===== config.mk =====
export PLATFORM = sky130hd
export DESIGN_NAME = bb3_mean_flat
export DESIGN_NICKNAME = d
export VERILOG_FILES = /design/src/rtl/core/bb3_pkg.sv /design/src/rtl/core/bb3_if.sv /design/src/rtl/core/bb3_mean.sv /design/src/flat_wrapper.sv
export SDC_FILE = /design/constraint.sdc
export NUM_CORES = 1
export LEC_CHECK = 0
export ABC_CLOCK_PERIOD_IN_PS = 7250
export BUFFER_PORTS_ARGS = -buffer_cell sky130_fd_sc_hd__buf_2
export CAP_MARGIN = 20
export CORE_MARGIN = 2
export CORE_UTILIZATION = 35
export CTS_CLUSTER_SIZE = 12
export DETAILED_ROUTE_END_ITERATION = 6
export GPL_TIMING_DRIVEN = 0
export PLACE_DENSITY = 0.49
export SETUP_SLACK_MARGIN = 0.2
export SLEW_MARGIN = 25
export SYNTH_ARGS = -nofsm -noshare
export SYNTH_HDL_FRONTEND = slang
export SYNTH_SLANG_ARGS = --single-unit
export TNS_END_PERCENT = 10

===== constraint.sdc =====
create_clock -name clk -period 7.25 [get_ports clk]
set_clock_uncertainty 0.2 [all_clocks]
set_input_delay 0.725 -clock clk [delete_from_list [all_inputs] [get_ports clk]]
set_output_delay 0.725 -clock clk [all_outputs]
set_load 0.02 [all_outputs]

===== src/rtl/core/bb3_pkg.sv =====
// ----------------------------------------------------------------------------
// bb3_pkg: shared types and constants of the 3x3 RGB box blur
// Pixel and row-pair layouts, per-step control and sum records, register
// codes, and the reciprocal table of the rounding divider.
// ----------------------------------------------------------------------------
`timescale 1ns / 1ps
`default_nettype none

package bb3_pkg;

  localparam int MAX_WIDTH_DEF    = 2048;
  localparam int MAX_HEIGHT_DEF   = 4096;

  localparam int CH_W             = 8;
  localparam int FW_W             = 12;
  localparam int FH_W             = 13;
  localparam int CFG_DATA_W       = 13;
  localparam int CFG_INDEX_W      = 1;
  localparam int FRAME_WIDTH_RST  = 640;
  localparam int FRAME_HEIGHT_RST = 480;

  localparam int SUM_W            = 12;
  localparam int CNT_W            = 4;
  localparam int DIV_X_W          = 13;
  localparam int RECIP_W          = 18;
  localparam int RECIP_SHIFT      = 18;

  typedef enum logic [CFG_INDEX_W-1:0] {
    CFG_FRAME_WIDTH  = 1'b0,
    CFG_FRAME_HEIGHT = 1'b1
  } cfg_reg_t;

  typedef struct packed {
    logic [CH_W-1:0] red;
    logic [CH_W-1:0] green;
    logic [CH_W-1:0] blue;
  } pixel_t;

  typedef struct packed {
    pixel_t upper;
    pixel_t lower;
  } row_pair_t;

  typedef struct packed {
    logic produce;
    logic use_top;
    logic use_bot;
    logic use_left;
    logic use_right;
    logic last;
  } adv_ctl_t;

  typedef struct packed {
    logic [SUM_W-1:0] red;
    logic [SUM_W-1:0] green;
    logic [SUM_W-1:0] blue;
    logic [CNT_W-1:0] count;
    logic             last;
  } sum_t;

  // ceil(2^RECIP_SHIFT / (2*count)); exact floor for dividends below 2^DIV_X_W
  function automatic logic [RECIP_W-1:0] recip(input logic [CNT_W-1:0] count);
    logic [RECIP_W-1:0] m;
    case (count)
      4'd1:    m = 18'd131072;
      4'd2:    m = 18'd65536;
      4'd3:    m = 18'd43691;
      4'd4:    m = 18'd32768;
      4'd6:    m = 18'd21846;
      4'd9:    m = 18'd14564;
      default: m = '0;
    endcase
    return m;
  endfunction

endpackage

`default_nettype wire


===== src/rtl/core/bb3_if.sv =====
// ----------------------------------------------------------------------------
// bb3_if: pixel stream channels of the 3x3 RGB box blur
// Valid/ready channels for input words (pixel or flush) and result words.
// ----------------------------------------------------------------------------
`timescale 1ns / 1ps
`default_nettype none


interface bb3_out_if;
  import bb3_pkg::*;
  logic            valid;
  logic            ready;
  logic [CH_W-1:0] out_red;
  logic [CH_W-1:0] out_green;
  logic [CH_W-1:0] out_blue;
  logic            last;

  modport source (output valid, output out_red, output out_green, output out_blue,
                  output last, input ready);
  modport sink   (input valid, input out_red, input out_green, input out_blue,
                  input last, output ready);
endinterface

`default_nettype wire


===== src/rtl/core/bb3_mean.sv =====
// ----------------------------------------------------------------------------
// bb3_mean: rounded mean and result register
// Divides each channel sum by its neighbor count with halves rounded up,
// using a reciprocal multiply, and holds the result word for the receiver.
// ----------------------------------------------------------------------------
`timescale 1ns / 1ps
`default_nettype none

module bb3_mean (
  input  logic          clk,
  input  logic          rst_n,
  input  logic          sum_valid,
  output logic          sum_ready,
  input  bb3_pkg::sum_t sum,
  bb3_out_if.source     out_ch
);
  import bb3_pkg::*;

  localparam int PROD_W = DIV_X_W + RECIP_W;

  logic            out_valid_r;
  logic [CH_W-1:0] red_r, green_r, blue_r;
  logic            last_r;
  logic [RECIP_W-1:0] m;

  // floor((2*s + n) / (2*n)) as (2*s + n) * m >> RECIP_SHIFT
  function automatic logic [CH_W-1:0] mean_ch(input logic [SUM_W-1:0] s,
                                              input logic [CNT_W-1:0] n,
                                              input logic [RECIP_W-1:0] mr);
    logic [DIV_X_W-1:0] x;
    logic [PROD_W-1:0]  p;
    x = DIV_X_W'({s, 1'b0}) + DIV_X_W'(n);
    p = PROD_W'(x) * PROD_W'(mr);
    return p[RECIP_SHIFT +: CH_W];
  endfunction

  assign m         = recip(sum.count);
  assign sum_ready = !out_valid_r || out_ch.ready;

  always_ff @(posedge clk) begin
    if (sum_valid && sum_ready) begin
      red_r   <= mean_ch(sum.red,   sum.count, m);
      green_r <= mean_ch(sum.green, sum.count, m);
      blue_r  <= mean_ch(sum.blue,  sum.count, m);
      last_r  <= sum.last;
    end
  end

  always_ff @(posedge clk) begin
    if (!rst_n) begin
      out_valid_r <= 1'b0;
    end else if (sum_ready) begin
      out_valid_r <= sum_valid;
    end
  end

  assign out_ch.valid     = out_valid_r;
  assign out_ch.out_red   = red_r;
  assign out_ch.out_green = green_r;
  assign out_ch.out_blue  = blue_r;
  assign out_ch.last      = last_r;

  a_count_legal: assert property (@(posedge clk) disable iff (!rst_n)
    sum_valid |-> (sum.count == 4'd1 || sum.count == 4'd2 || sum.count == 4'd3 ||
                   sum.count == 4'd4 || sum.count == 4'd6 || sum.count == 4'd9))
    else $error("neighbor count not a legal window size");

  a_sum_bound: assert property (@(posedge clk) disable iff (!rst_n)
    sum_valid |-> ((32'(sum.red)   <= 255 * 32'(sum.count)) &&
                   (32'(sum.green) <= 255 * 32'(sum.count)) &&
                   (32'(sum.blue)  <= 255 * 32'(sum.count))))
    else $error("channel sum exceeds its neighbor count");

endmodule

`default_nettype wire


===== src/flat_wrapper.sv =====
// flat-port wrapper written by rule: the top's interface ports become plain ports
module bb3_mean_flat import bb3_pkg::*;
  (clk, rst_n, sum_valid, sum_ready, sum, out_ch_valid, out_ch_out_red, out_ch_out_green, out_ch_out_blue, out_ch_last, out_ch_ready);
  bb3_out_if out_ch_i ();
  input  logic clk;
  input  logic rst_n;
  input  logic sum_valid;
  output logic sum_ready;
  input  bb3_pkg::sum_t sum;
  output wire logic [$bits(out_ch_i.valid)-1:0] out_ch_valid;
  output wire logic [$bits(out_ch_i.out_red)-1:0] out_ch_out_red;
  output wire logic [$bits(out_ch_i.out_green)-1:0] out_ch_out_green;
  output wire logic [$bits(out_ch_i.out_blue)-1:0] out_ch_out_blue;
  output wire logic [$bits(out_ch_i.last)-1:0] out_ch_last;
  input wire logic [$bits(out_ch_i.ready)-1:0] out_ch_ready;
  assign out_ch_valid = out_ch_i.valid;
  assign out_ch_out_red = out_ch_i.out_red;
  assign out_ch_out_green = out_ch_i.out_green;
  assign out_ch_out_blue = out_ch_i.out_blue;
  assign out_ch_last = out_ch_i.last;
  assign out_ch_i.ready = out_ch_ready;
  bb3_mean u_core (.clk(clk), .rst_n(rst_n), .sum_valid(sum_valid), .sum_ready(sum_ready), .sum(sum), .out_ch(out_ch_i));
endmodule

==> flow_summary.ini <==
[clock_tree]
cts_tree = built
clkSinkCount = 26
cts-root-buf = clkbuf_16
cts_inserted_buffers = 3
clk_pin_slew_worst_paths_ns = 0.11
clk_latency_ns = 0.30
ctsHoldBuffers = 0
max-clock-path-buffers = 2
cts_max_level = 1

[detailed_routing]
met2_length_um = 24800
met1_length_um = 23300
top_layer = met4
wirelength_um = 52600
wl_met3_um = 2990
routed_via_density = 4.66
wl_per_cell_um = 19.0
detailroute.via_count = 12900
ant_nets = 0
drt_iter0_drc = 680
drc = 0
drt_first_pass_iters = 5

[global_routing]
grt_pass1_wl_um = 81500
grt_pass1_vias = 14100
grt_overflow_total = 0
grt_max_degree = 19
grt_use_total = 0.206
antenna_found_initial = 0

[power_and_ir_drop]
irDropWorstVdd_mv = 0.101
switching_share = 0.530
clock_power_share = 0.078
p_seq_frac = 0.109
p_sw_mw = 1.14
combPwrFrac = 0.813
p_total_mw = 2.15
p_int_mw = 1.01
p_per_area_nw_per_um2 = 104
p_leak_nw = 11.3

[logic_synthesis]
synthArstFlopShare = 0
yosysSeqAreaShare = 0.0432
synthCells = 1942
yosys_register_bits = 26
synth.distinct_cells = 67
synth-main-ff-cell = edfxtp_1
synth_area_per_cell_um2 = 9.20
yosysWarnings = 0
syn_area_um2 = 17900
synth_edf_count = 25

[place]
gp_congestion = 0.948
hpwl_um = 45800
numPlacedInstances = 2693
io_buffer_count = 68

[worst_hold_path]
min_path_cells = 2
hold_class = flip-flop to flip-flop

[run_status]
status = completed

[finish]
drive_above_1_share = 0.151
fin_cells = 2759
fill_cells = 5100
diodes = 0
nets = 2748
final_util = 0.412
area.growth.synth_to_final_pct = 16.0

[floorplanning]
die_w_um = 230
core_um2 = 50300
start_util = 0.355
die_h_um = 230
ios = 72
die-area_um2 = 52800
rows = 82

[setup_path]
crit_end = u_core.out_ch.out_blue[7]
ff2ff_path_depth = 3
crit_fanout = 6
critPathLaunchType = primary input
r2r_end = u_core.out_ch.out_blue[0]
ff2ff_setup_slack_ns = 5.77
crit_arrival_ns = 6.91
cp-startpoint = sum[2]
critical_path_required_ns = 7.10
r2r-start = u_core.out_ch.valid
criticalPathCategory = primary input to flip-flop
setup.worst_path.end_class = flip-flop

[timing]
fmax_mhz = 142
hold_viol_final = 0
slew_headroom = 0.449
worstMarginPinSlew_ns = 0.826
setup_viol = 0
fin_crit_sh = 0.974
holdWs_ns = 0.320
final-max-slew-violation-count = 0
rsz0062_at_grt = true
min_period_ns = 7.06

[job]
drv_cap = 0
[area by class of cell]
cell class                 count  area [um2]  area share
multi-input combinational   1218       15300       0.738
sequential                    26         771      0.0372
timing repair buffer         132         933      0.0451
clock buffer                   4        78.8     0.00381
buffer                        30         263      0.0127
tap                          672         841      0.0406
inverter                     677        2550       0.123
[power by group through the flow]
stage | registers (mW) | clock network (mW) | logic (mW)
4_1_cts | 0.237 | 0.175 | 1.67
6_report | 0.234 | 0.167 | 1.75
5_1_grt | 0.239 | 0.179 | 2.00
3_3_place_gp | 0.240 | 0 | 1.60
2_1_floorplan | 0.287 | 0 | 1.09
3_5_place_dp | 0.239 | 0 | 1.60
[layout by cell type, fill, tap and decap left out, types with 5 or more instances in the layout]
cell / n
ha_1: 157
edfxtp_1: 25
xor2_1: 22
and3_1: 9
fa_1: 441
nor2_4: 6
buf_12: 5
a21o_1: 14
clkbuf_16: 6
buf_2: 65
xor2_2: 9
nand3_1: 11
a21oi_1: 19
nand2_2: 14
o211ai_1: 7
a21oi_2: 8
ha_4: 7
nand2_1: 135
buf_6: 9
buf_4: 56
conb_1: 12
clkbuf_4: 6
o21ai_0: 8
nor2_2: 20
nand2b_1: 7
nand3b_1: 8
nor3_1: 9
nor2_1: 116
inv_1: 663
and4_1: 6
xnor2_2: 18
and2_1: 12
inv_2: 11
clkbuf_2: 6
clkbuf_1: 8
nand4_1: 9
fa_2: 9
xnor2_1: 43
[worst max-delay path, stage by stage]
cell,delay [ns]
buf_12,0.12
ha_4,0.16
fa_2,0.37
a21o_4,0.25
and4_4,0.23
xnor2_4,0.23
nor2_4,0.08
fa_1,0.58
inv_2,0.05
fa_1,0.55
inv_2,0.05
fa_1,0.48
fa_1,0.51
inv_1,0.05
fa_1,0.52
inv_2,0.05
ha_4,0.21
and3_4,0.14
buf_6,0.11
a221oi_2,0.21
o211ai_1,0.20
a221oi_4,0.33
buf_6,0.18
o21ai_4,0.08
o41ai_4,0.31
xnor2_1,0.14
[metrics by stage]
| stage | area, um2 | setup WS [ns] | setup TNS, ns |
|---|---|---|---|
| finish | 20700 | 0.189 | 0 |
| global route | 20700 | -0.0525 | -0.0525 |
| CTS | 19700 | 0.155 | 0 |
| detailed placement | 19100 | -2.06 | -36.35 |
| global placement | 19100 | -2.23 | -38.60 |
| floorplan | 17900 | 0.202 | 0 |
[sequential cells by signal (all words and copies together), names as in the netlist]
name / flops
u_core.out_ch.last: 1
u_core.out_ch.out_blue: 8
u_core.out_ch.out_green: 8
u_core.out_ch.out_red: 8
u_core.out_ch.valid: 1
[how the worst min path moves through the flow]
| stage | start | end | slack (ns) |
|---|---|---|---|
| 2_1_floorplan | u_core.out_ch.valid | u_core.out_ch.valid | 0.55 |
| 3_3_place_gp | u_core.out_ch.valid | u_core.out_ch.valid | 0.29 |
| 3_5_place_dp | u_core.out_ch.valid | u_core.out_ch.valid | 0.31 |
| 4_1_cts | u_core.out_ch.valid | u_core.out_ch.valid | 0.33 |
| 5_1_grt | sum[0] | u_core.out_ch.last | 0.37 |
| 6_report | u_core.out_ch.valid | u_core.out_ch.valid | 0.32 |
[per-layer routing]
| layer | up-vias | GRT usage |
|---|---|---|
| met1 | 6613 | 0.284 |
| li1 | 5863 | - |
| met2 | 326 | 0.334 |
| met5 | - | 0 |
| met4 | 0 | 0.0522 |
| met3 | 57 | 0.0378 |
[Yosys cell counts (3+ instances only)]
cell type  count  area (um2)
inv_1        675        2530
nand2b_1       7        43.8
ha_1         165        2060
nor2b_1        3        18.8
a21o_1        15         113
fa_1         450        9010
a31oi_1        3        18.8
nand3b_1       8        60.1
or2_2          4        25.0
nand2_1      151         567
and2_1        14        87.6
nor2_1       142         533
a21oi_1       30         150
clkbuf_1      24        90.1
and3_1        11        68.8
o22ai_1        3        18.8
xor2_1        35         307
edfxtp_1      25         751
and4_1         7        61.3
a211oi_1       3        22.5
o21ai_0       11        55.1
xnor2_1       63         552
o211ai_1       7        52.6
buf_2          4        20.0
nand4_1        9        56.3
nor3_1        10        50.1
nand3_1       13        65.1
[logic make-up (layout without fill, tap and decap cells)]
kind of cell             Yosys count  after routing  share of synthesized area
other                              2             12                   0.000421
buffers and inverters            708            843                      0.150
flip-flops                        26             26                     0.0432
multiplexers                       2              2                    0.00119
AND/OR/NAND/NOR                  394            394                     0.0994
adder cells (fa/ha/maj)          615            615                      0.620
XOR/XNOR                          98             98                     0.0481
AO/OA/AOI/OAI                     97             97                     0.0380
[repair_timing]
action	CTS	global route
gates cloned	0	1
pin swaps	19	66
gates resized for setup	102	133
setup buffers	17	45
setup endpoints to repair	24	21
No activity file was read; power rests on OpenSTA's default activity.
