## config.mk

```make
export PLATFORM = sky130hd
export DESIGN_NAME = bb3_ctrl_flat
export DESIGN_NICKNAME = d
export VERILOG_FILES = /design/src/rtl/core/bb3_pkg.sv /design/src/rtl/core/bb3_if.sv /design/src/rtl/core/bb3_ctrl.sv /design/src/flat_wrapper.sv
export SDC_FILE = /design/constraint.sdc
export NUM_CORES = 1
export LEC_CHECK = 0
export BUFFER_PORTS_ARGS = -buffer_cell sky130_fd_sc_hd__clkbuf_2
export CAP_MARGIN = 20
export CORE_MARGIN = 2
export CORE_UTILIZATION = 52
export DETAILED_ROUTE_END_ITERATION = 8
export GPL_ROUTABILITY_DRIVEN = 0
export GPL_TIMING_DRIVEN = 0
export PLACE_DENSITY = 0.76
export SYNTH_ARGS = -nofsm -noshare
export SYNTH_HDL_FRONTEND = slang
export SYNTH_SLANG_ARGS = --single-unit
```

## constraint.sdc

```tcl
create_clock -name clk -period 2.9 [get_ports clk]
set_input_delay 0.145 -clock clk [delete_from_list [all_inputs] [get_ports clk]]
set_output_delay 0.145 -clock clk [all_outputs]
set_load 0.01 [all_outputs]
```

## src/rtl/core/bb3_pkg.sv

```systemverilog
// ----------------------------------------------------------------------------
// bb3_pkg: shared types and constants of the 3x3 RGB box blur
// Pixel and row-pair layouts, per-step control and sum records, register
// codes, and the reciprocal table of the rounding divider.
// ----------------------------------------------------------------------------
`timescale 1ns / 1ps
`default_nettype none

package bb3_pkg;

  localparam int MAX_WIDTH_DEF    = 2048;
  localparam int MAX_HEIGHT_DEF   = 4096;

  localparam int CH_W             = 8;
  localparam int FW_W             = 12;
  localparam int FH_W             = 13;
  localparam int CFG_DATA_W       = 13;
  localparam int CFG_INDEX_W      = 1;
  localparam int FRAME_WIDTH_RST  = 640;
  localparam int FRAME_HEIGHT_RST = 480;

  localparam int SUM_W            = 12;
  localparam int CNT_W            = 4;
  localparam int DIV_X_W          = 13;
  localparam int RECIP_W          = 18;
  localparam int RECIP_SHIFT      = 18;

  typedef enum logic [CFG_INDEX_W-1:0] {
    CFG_FRAME_WIDTH  = 1'b0,
    CFG_FRAME_HEIGHT = 1'b1
  } cfg_reg_t;

  typedef struct packed {
    logic [CH_W-1:0] red;
    logic [CH_W-1:0] green;
    logic [CH_W-1:0] blue;
  } pixel_t;

  typedef struct packed {
    pixel_t upper;
    pixel_t lower;
  } row_pair_t;

  typedef struct packed {
    logic produce;
    logic use_top;
    logic use_bot;
    logic use_left;
    logic use_right;
    logic last;
  } adv_ctl_t;

  typedef struct packed {
    logic [SUM_W-1:0] red;
    logic [SUM_W-1:0] green;
    logic [SUM_W-1:0] blue;
    logic [CNT_W-1:0] count;
    logic             last;
  } sum_t;

  // ceil(2^RECIP_SHIFT / (2*count)); exact floor for dividends below 2^DIV_X_W
  function automatic logic [RECIP_W-1:0] recip(input logic [CNT_W-1:0] count);
    logic [RECIP_W-1:0] m;
    case (count)
      4'd1:    m = 18'd131072;
      4'd2:    m = 18'd65536;
      4'd3:    m = 18'd43691;
      4'd4:    m = 18'd32768;
      4'd6:    m = 18'd21846;
      4'd9:    m = 18'd14564;
      default: m = '0;
    endcase
    return m;
  endfunction

endpackage

`default_nettype wire

```

## src/rtl/core/bb3_if.sv

```systemverilog
// ----------------------------------------------------------------------------
// bb3_if: pixel stream channels of the 3x3 RGB box blur
// Valid/ready channels for input words (pixel or flush) and result words.
// ----------------------------------------------------------------------------
`timescale 1ns / 1ps
`default_nettype none

interface bb3_in_if;
  import bb3_pkg::*;
  logic            valid;
  logic            ready;
  logic            flush;
  logic [CH_W-1:0] in_red;
  logic [CH_W-1:0] in_green;
  logic [CH_W-1:0] in_blue;

  modport source (output valid, output flush, output in_red, output in_green,
                  output in_blue, input ready);
  modport sink   (input valid, input flush, input in_red, input in_green,
                  input in_blue, output ready);
endinterface


`default_nettype wire

```

## src/rtl/core/bb3_ctrl.sv

```systemverilog
// ----------------------------------------------------------------------------
// bb3_ctrl: frame geometry, raster counters and word intake
// Holds the frame size registers, tracks input and output positions, turns
// each accepted word except an in-frame flush into one pipeline step with its
// neighborhood masks, and adds the extra step needed by frames one row high.
// ----------------------------------------------------------------------------
`timescale 1ns / 1ps
`default_nettype none

module bb3_ctrl #(
  parameter int  MAX_WIDTH  = bb3_pkg::MAX_WIDTH_DEF,
  parameter int  MAX_HEIGHT = bb3_pkg::MAX_HEIGHT_DEF,
  localparam int AW         = (MAX_WIDTH > 1) ? $clog2(MAX_WIDTH) : 1
) (
  input  logic                               clk,
  input  logic                               rst_n,
  input  logic                               cfg_we,
  input  logic [bb3_pkg::CFG_INDEX_W-1:0]    cfg_index,
  input  logic [bb3_pkg::CFG_DATA_W-1:0]     cfg_data,
  bb3_in_if.sink                             in_ch,
  output logic                               adv_valid,
  input  logic                               adv_ready,
  output logic [AW-1:0]                      adv_idx,
  output bb3_pkg::pixel_t                    adv_pix,
  output bb3_pkg::adv_ctl_t                  adv_ctl
);
  import bb3_pkg::*;

  localparam int WW    = $clog2(MAX_WIDTH + 1);
  localparam int HW    = $clog2(MAX_HEIGHT + 1);
  localparam int IRW   = $clog2(MAX_HEIGHT + 2);
  localparam int ORW   = (MAX_HEIGHT > 1) ? $clog2(MAX_HEIGHT) : 1;
  localparam int RST_W = (FRAME_WIDTH_RST > MAX_WIDTH) ? MAX_WIDTH : FRAME_WIDTH_RST;
  localparam int RST_H = (FRAME_HEIGHT_RST > MAX_HEIGHT) ? MAX_HEIGHT : FRAME_HEIGHT_RST;

  logic [WW-1:0]   w_r, w_nxt, w_wr;
  logic [HW-1:0]   h_r, h_nxt, h_wr;
  logic [AW-1:0]   ic_r, ic_nxt;
  logic [IRW-1:0]  ir_r, ir_nxt;
  logic [AW-1:0]   oc_r, oc_nxt;
  logic [ORW-1:0]  orow_r, orow_nxt;
  logic            pending_r, pending_nxt;

  logic [FW_W-1:0] fw;
  logic [FH_W-1:0] fh;
  logic            in_frame;
  logic            adv_fire;
  logic            col_wrap;
  logic            produce;
  logic            oc_end;
  logic            or_end;

  assign fw   = cfg_data[FW_W-1:0];
  assign fh   = cfg_data[FH_W-1:0];
  assign w_wr = (fw == '0) ? WW'(1) :
                (32'(fw) > MAX_WIDTH) ? WW'(MAX_WIDTH) : WW'(fw);
  assign h_wr = (fh == '0) ? HW'(1) :
                (32'(fh) > MAX_HEIGHT) ? HW'(MAX_HEIGHT) : HW'(fh);

  assign in_frame    = 32'(ir_r) < 32'(h_r);
  assign in_ch.ready = !pending_r && adv_ready;
  assign adv_valid   = pending_r || (in_ch.valid && !(in_frame && in_ch.flush));
  assign adv_fire    = adv_valid && adv_ready;
  assign adv_idx     = ic_r;

  // drop pixels that arrive after the frame is in
  assign adv_pix = (pending_r || !in_frame) ? '0 :
                   pixel_t'{red: in_ch.in_red, green: in_ch.in_green, blue: in_ch.in_blue};

  assign col_wrap = (32'(ic_r) + 1) >= 32'(w_r);
  assign produce  = (32'(ir_r) >= 2) || ((32'(ir_r) == 1) && (ic_r != '0));
  assign oc_end   = (32'(oc_r) + 1) >= 32'(w_r);
  assign or_end   = (32'(orow_r) + 1) >= 32'(h_r);

  always_comb begin
    adv_ctl.produce   = produce;
    adv_ctl.use_top   = (orow_r != '0);
    adv_ctl.use_bot   = !or_end;
    adv_ctl.use_left  = (oc_r != '0);
    adv_ctl.use_right = !oc_end;
    adv_ctl.last      = or_end && oc_end;
  end

  always_comb begin
    w_nxt       = w_r;
    h_nxt       = h_r;
    ic_nxt      = ic_r;
    ir_nxt      = ir_r;
    oc_nxt      = oc_r;
    orow_nxt    = orow_r;
    pending_nxt = pending_r;
    if (cfg_we) begin
      case (cfg_reg_t'(cfg_index))
        CFG_FRAME_WIDTH:  w_nxt = w_wr;
        CFG_FRAME_HEIGHT: h_nxt = h_wr;
        default: ;
      endcase
      ic_nxt      = '0;
      ir_nxt      = '0;
      oc_nxt      = '0;
      orow_nxt    = '0;
      pending_nxt = 1'b0;
    end else if (adv_fire) begin
      pending_nxt = !pending_r && !in_frame && !produce;
      if (col_wrap) begin
        ic_nxt = '0;
        ir_nxt = ir_r + IRW'(1);
      end else begin
        ic_nxt = ic_r + AW'(1);
      end
      if (produce) begin
        if (or_end && oc_end) begin
          ic_nxt   = '0;
          ir_nxt   = '0;
          oc_nxt   = '0;
          orow_nxt = '0;
        end else if (oc_end) begin
          oc_nxt   = '0;
          orow_nxt = orow_r + ORW'(1);
        end else begin
          oc_nxt = oc_r + AW'(1);
        end
      end
    end
  end

  always_ff @(posedge clk) begin
    if (!rst_n) begin
      w_r       <= WW'(RST_W);
      h_r       <= HW'(RST_H);
      ic_r      <= '0;
      ir_r      <= '0;
      oc_r      <= '0;
      orow_r    <= '0;
      pending_r <= 1'b0;
    end else begin
      w_r       <= w_nxt;
      h_r       <= h_nxt;
      ic_r      <= ic_nxt;
      ir_r      <= ir_nxt;
      oc_r      <= oc_nxt;
      orow_r    <= orow_nxt;
      pending_r <= pending_nxt;
    end
  end

  a_in_col_range: assert property (@(posedge clk) disable iff (!rst_n)
    32'(ic_r) < 32'(w_r))
    else $error("input column beyond frame width");

  a_out_pos_range: assert property (@(posedge clk) disable iff (!rst_n)
    (32'(oc_r) < 32'(w_r)) && (32'(orow_r) < 32'(h_r)))
    else $error("output position outside frame");

  a_pending_one_row: assert property (@(posedge clk) disable iff (!rst_n)
    pending_r |-> (32'(h_r) == 1))
    else $error("extra step pending on a frame taller than one row");

endmodule

`default_nettype wire

```

## src/flat_wrapper.sv

```systemverilog
// flat-port wrapper written by rule: the top's interface ports become plain ports
module bb3_ctrl_flat import bb3_pkg::*;
#(
  parameter int  MAX_WIDTH  = bb3_pkg::MAX_WIDTH_DEF,
  parameter int  MAX_HEIGHT = bb3_pkg::MAX_HEIGHT_DEF,
  localparam int AW         = (MAX_WIDTH > 1) ? $clog2(MAX_WIDTH) : 1
)
  (clk, rst_n, cfg_we, cfg_index, cfg_data, adv_valid, adv_ready, adv_idx, adv_pix, adv_ctl, in_ch_valid, in_ch_flush, in_ch_in_red, in_ch_in_green, in_ch_in_blue, in_ch_ready);
  bb3_in_if in_ch_i ();
  input  logic clk;
  input  logic rst_n;
  input  logic cfg_we;
  input  logic [bb3_pkg::CFG_INDEX_W-1:0] cfg_index;
  input  logic [bb3_pkg::CFG_DATA_W-1:0] cfg_data;
  output logic adv_valid;
  input  logic adv_ready;
  output logic [AW-1:0] adv_idx;
  output bb3_pkg::pixel_t adv_pix;
  output bb3_pkg::adv_ctl_t adv_ctl;
  input wire logic [$bits(in_ch_i.valid)-1:0] in_ch_valid;
  input wire logic [$bits(in_ch_i.flush)-1:0] in_ch_flush;
  input wire logic [$bits(in_ch_i.in_red)-1:0] in_ch_in_red;
  input wire logic [$bits(in_ch_i.in_green)-1:0] in_ch_in_green;
  input wire logic [$bits(in_ch_i.in_blue)-1:0] in_ch_in_blue;
  output wire logic [$bits(in_ch_i.ready)-1:0] in_ch_ready;
  assign in_ch_i.valid = in_ch_valid;
  assign in_ch_i.flush = in_ch_flush;
  assign in_ch_i.in_red = in_ch_in_red;
  assign in_ch_i.in_green = in_ch_in_green;
  assign in_ch_i.in_blue = in_ch_in_blue;
  assign in_ch_ready = in_ch_i.ready;
  bb3_ctrl #(.MAX_WIDTH(MAX_WIDTH), .MAX_HEIGHT(MAX_HEIGHT)) u_core (.clk(clk), .rst_n(rst_n), .cfg_we(cfg_we), .cfg_index(cfg_index), .cfg_data(cfg_data), .in_ch(in_ch_i), .adv_valid(adv_valid), .adv_ready(adv_ready), .adv_idx(adv_idx), .adv_pix(adv_pix), .adv_ctl(adv_ctl));
endmodule
```

==> results.py <==
metrics = {
    "grt": {
        "grt-ovfl-total": 0,
        "grt_usage": 0.283,
        "antenna_found_initial": 0,
        "grt_pass1_vias": 5210,
        "grt_pass1_wl_mm": 24.9,
        "grt_max_degree": 14,
    },
    "clocking": {
        "numCtsBuffers": 9,
        "clockBufferDepth": 2,
        "clockRootBuffer": "clkbuf_8",
        "clkLatencyLatePin_ns": 0.37,
        "htreeDepth": 3,
        "path_clk_slew_ns": 0.08,
        "cts.sinks": 73,
        "cts_tree": "yes",
    },
    "sta": {
        "setup_ws_ns": -0.371,
        "min_period_over_period": 1.13,
        "fin_crit_ns": 3.27,
        "finalSetupViolations": 49,
        "slew_headroom": 0.504,
        "finalHoldViolCount": 0,
        "worstMarginPinSlew_ns": 0.744,
        "rsz0062_at_grt": "true",
        "fin_worst_skew_ns": 0.0122,
        "drv_slew": 0,
        "max_freq_mhz": 306,
        "whs_ns": 0.0632,
    },
    "power_and_ir_drop": {
        "power_mw": 2.12,
        "power.density_nw_per_um2": 297,
        "peakVddDrop_mv": 0.210,
        "p_leak_nw": 3.05,
    },
    "synth": {
        "yosys.area_share.simple": 0.285,
        "seq_area_frac_synth": 0.283,
        "synth-adder-area-share": 0.141,
        "syn_avg_cell_area_sq_um": 7.94,
        "synth_top_family_by_area": "simple AND/OR/NAND/NOR gates",
        "synth_xor_area_frac": 0.0679,
        "synthDistinctLibCells": 53,
        "syn-num-nets": 752,
        "synth_area_leaders": "dfxtp_1 (28%), ha_1 (14%), xor2_1 (4.8%)",
        "yosysWarningCount": 0,
        "synthCells": 650,
        "synth_area_sq_um": 5160,
        "synth_top_area_frac": 0.283,
        "yosysTopAreaCell": "dfxtp_1",
        "synth_compound_area_frac": 0.162,
        "ys_ff_latch": 73,
        "muxShareOfSynthArea": 0.00194,
    },
    "detailed_routing": {
        "vias": 5400,
        "vias_per_cell": 5.79,
        "first_pass_iters": 7,
        "drt_iter0_drc": 342,
        "drtAntennaViolNets": 0,
        "wl_mm": 16.3,
        "wire_per_inst_microns": 17.5,
        "drc": 0,
    },
    "setup_path": {
        "setup.worst_path.class": "reg2out",
        "start_kind": "register",
        "reg2reg_to": "u_core.ir_r[5]",
        "crit_path_end_kind": "output port",
        "path_max_fanout": 4,
        "cp.required_ns": 2.76,
        "reg2reg_depth": 17,
        "crit_arrival_ns": 3.13,
        "r2r_slack_ns": -0.35,
        "startpoint": "u_core.orow_r[0]",
        "crit_end": "adv_ctl[0]",
        "rr_startpoint": "u_core.orow_r[1]",
    },
    "layout": {
        "drive_above_1_share": 0.344,
        "n_antenna_cell": 0,
        "filler_cell_count": 685,
        "area.growth.synth_to_final_pct": 38.3,
        "final_util": 0.737,
        "fin_nets": 897,
    },
    "die": {
        "die_x_microns": 104,
        "die-area_sq_um": 10700,
        "io_pins": 87,
        "die_h_microns": 104,
        "row_count": 36,
        "initial_core_util": 0.533,
        "coreArea_sq_um": 9680,
    },
    "placed_design": {
        "dp_slack_ns": -0.538,
        "dp_hpwl_mm": 10.4,
        "port_buffers": 85,
    },
    "outcome": {
        "violations": "negative setup slack",
        "status": "finished, violations left",
    },
    "run": {
        "cap_violations": 0,
    },
    "hold_path": {
        "hp-class": "in2reg",
    },
}
==> worst min path at each step <==
stage / from / to / cells after the start
after floorplan: cfg_data[5] / u_core.h_r[5] / 2
final: in_ch_valid / u_core.pending_r / 3
after detailed placement: in_ch_valid / u_core.pending_r / 3
after CTS: in_ch_valid / u_core.pending_r / 3
after global placement: in_ch_valid / u_core.pending_r / 3
after global routing: in_ch_valid / u_core.pending_r / 3
==> cell usage after synthesis (all sizes together) <==
cell type / number
dfxtp: 73
ha: 58
nand2: 50
nor2: 48
a21oi: 44
nand3: 38
inv: 37
o21ai: 33
and2: 29
xor2: 28
nor2b: 25
and3: 24
clkbuf: 19
buf: 14
nand4: 14
nor3b: 12
xnor2: 12
a22oi: 9
nand2b: 9
nor4: 9
a32oi: 7
nand3b: 7
a211oi: 6
a21o: 5
a31oi: 5
a32o: 5
nor3: 5
nand4b: 3
o21a: 3
a2111oi: 2
o211ai: 2
o21bai: 2
o31ai: 2
or2: 2
a211o: 1
a21boi: 1
a311oi: 1
clkinv: 1
mux2i: 1
nor4b: 1
o2111ai: 1
o21ba: 1
o2bb2ai: 1
==> power breakdown <==
group	switching [mW]	internal, mW
logic	0.150	0.108
clock network	0.440	0.401
registers	0.0102	1.01
total	0.600	1.52
==> worst max-delay path, stage by stage, from the launching register on <==
cell      delay (ns)
dfxtp_4         0.38
and3_4          0.20
and3_4          0.23
nand3_4         0.13
nor2_4          0.17
xor2_2          0.23
ha_4            0.24
buf_6           0.12
nand3_4         0.10
nor2_4          0.04
a211o_1         0.32
or2_1           0.25
buf_6           0.14
clkinv_8        0.05
nor2_4          0.03
buf_6           0.11
==> routing by layer <==
metal / GRT usage / part of all wire / up-vias
met2: 0.498 / 0.51 / 189
li1: - / - / 2585
met4: 0.0985 / 0.033 / 0
met5: 0 / 0 / -
met3: 0.0736 / 0.056 / 52
met1: 0.334 / 0.40 / 2574
==> cells in the final DEF, fill, tap and decap left out, types with 6 or more instances in the layout <==
cell,count
a21oi_1,31
a21oi_2,13
a22oi_1,9
and2_1,27
and3_1,12
and3_4,12
buf_4,38
buf_6,19
clkbuf_1,13
clkbuf_2,85
clkbuf_8,9
dfxtp_1,62
dfxtp_2,6
ha_1,51
ha_4,6
inv_1,36
nand2_1,48
nand2b_1,9
nand3_1,22
nand3_2,7
nand3_4,9
nand3b_1,7
nand4_1,14
nor2_1,36
nor2_2,6
nor2_4,6
nor2b_1,24
nor3b_1,11
nor4_1,9
o21ai_0,11
o21ai_1,13
o21ai_2,8
xnor2_1,8
xor2_1,24
==> layout make-up <==
cell class | count | area, sq um | area share
Inverter | 38 | 158 | 0.0221
Sequential cell | 73 | 1490 | 0.209
Tap cell | 133 | 166 | 0.0233
Timing Repair Buffer | 137 | 928 | 0.130
Clock inverter | 6 | 67.6 | 0.00947
Multi-Input combinational cell | 506 | 4010 | 0.562
Clock buffer | 10 | 128 | 0.0179
Buffer | 30 | 186 | 0.0261
==> kinds of logic (layout without fill, tap and decap cells) <==
kind of cell	count (synthesis)	in the layout
AO/OA/AOI/OAI	131	131
XOR/XNOR	40	40
adder cells (fa/ha/maj)	58	58
buffers and inverters	71	221
flip-flops	73	73
multiplexers	1	1
AND/OR/NAND/NOR	276	276
==> through the flow <==
| stage | instances | setup TNS, ns | instance area, sq um |
|---|---|---|---|
| floorplan | 650 | 0 | 5240 |
| global placement | 868 | -13.85 | 5840 |
| detailed placement | 868 | -15.90 | 5840 |
| CTS | 917 | -9.50 | 6720 |
| global route | 933 | -18.50 | 7130 |
| finish | 933 | -13.20 | 7130 |
==> flip-flops by register name, summed over array words and instances (netlist names) <==
name	cells
u_core.pending_r	1
u_core.h_r	13
u_core.oc_r	11
u_core.w_r	12
u_core.ir_r	13
u_core.adv_idx	11
u_core.orow_r	12
==> timing repair <==
item,4_1_cts,5_1_grt
gates resized for setup,120,56
endpoints found under the hold margin,0,0
pin swaps,50,37
setup endpoints to repair,68,70
setup buffers,34,17
hold buffers,0,0
gates cloned,2,2
No activity file was read; power rests on OpenSTA's default activity.
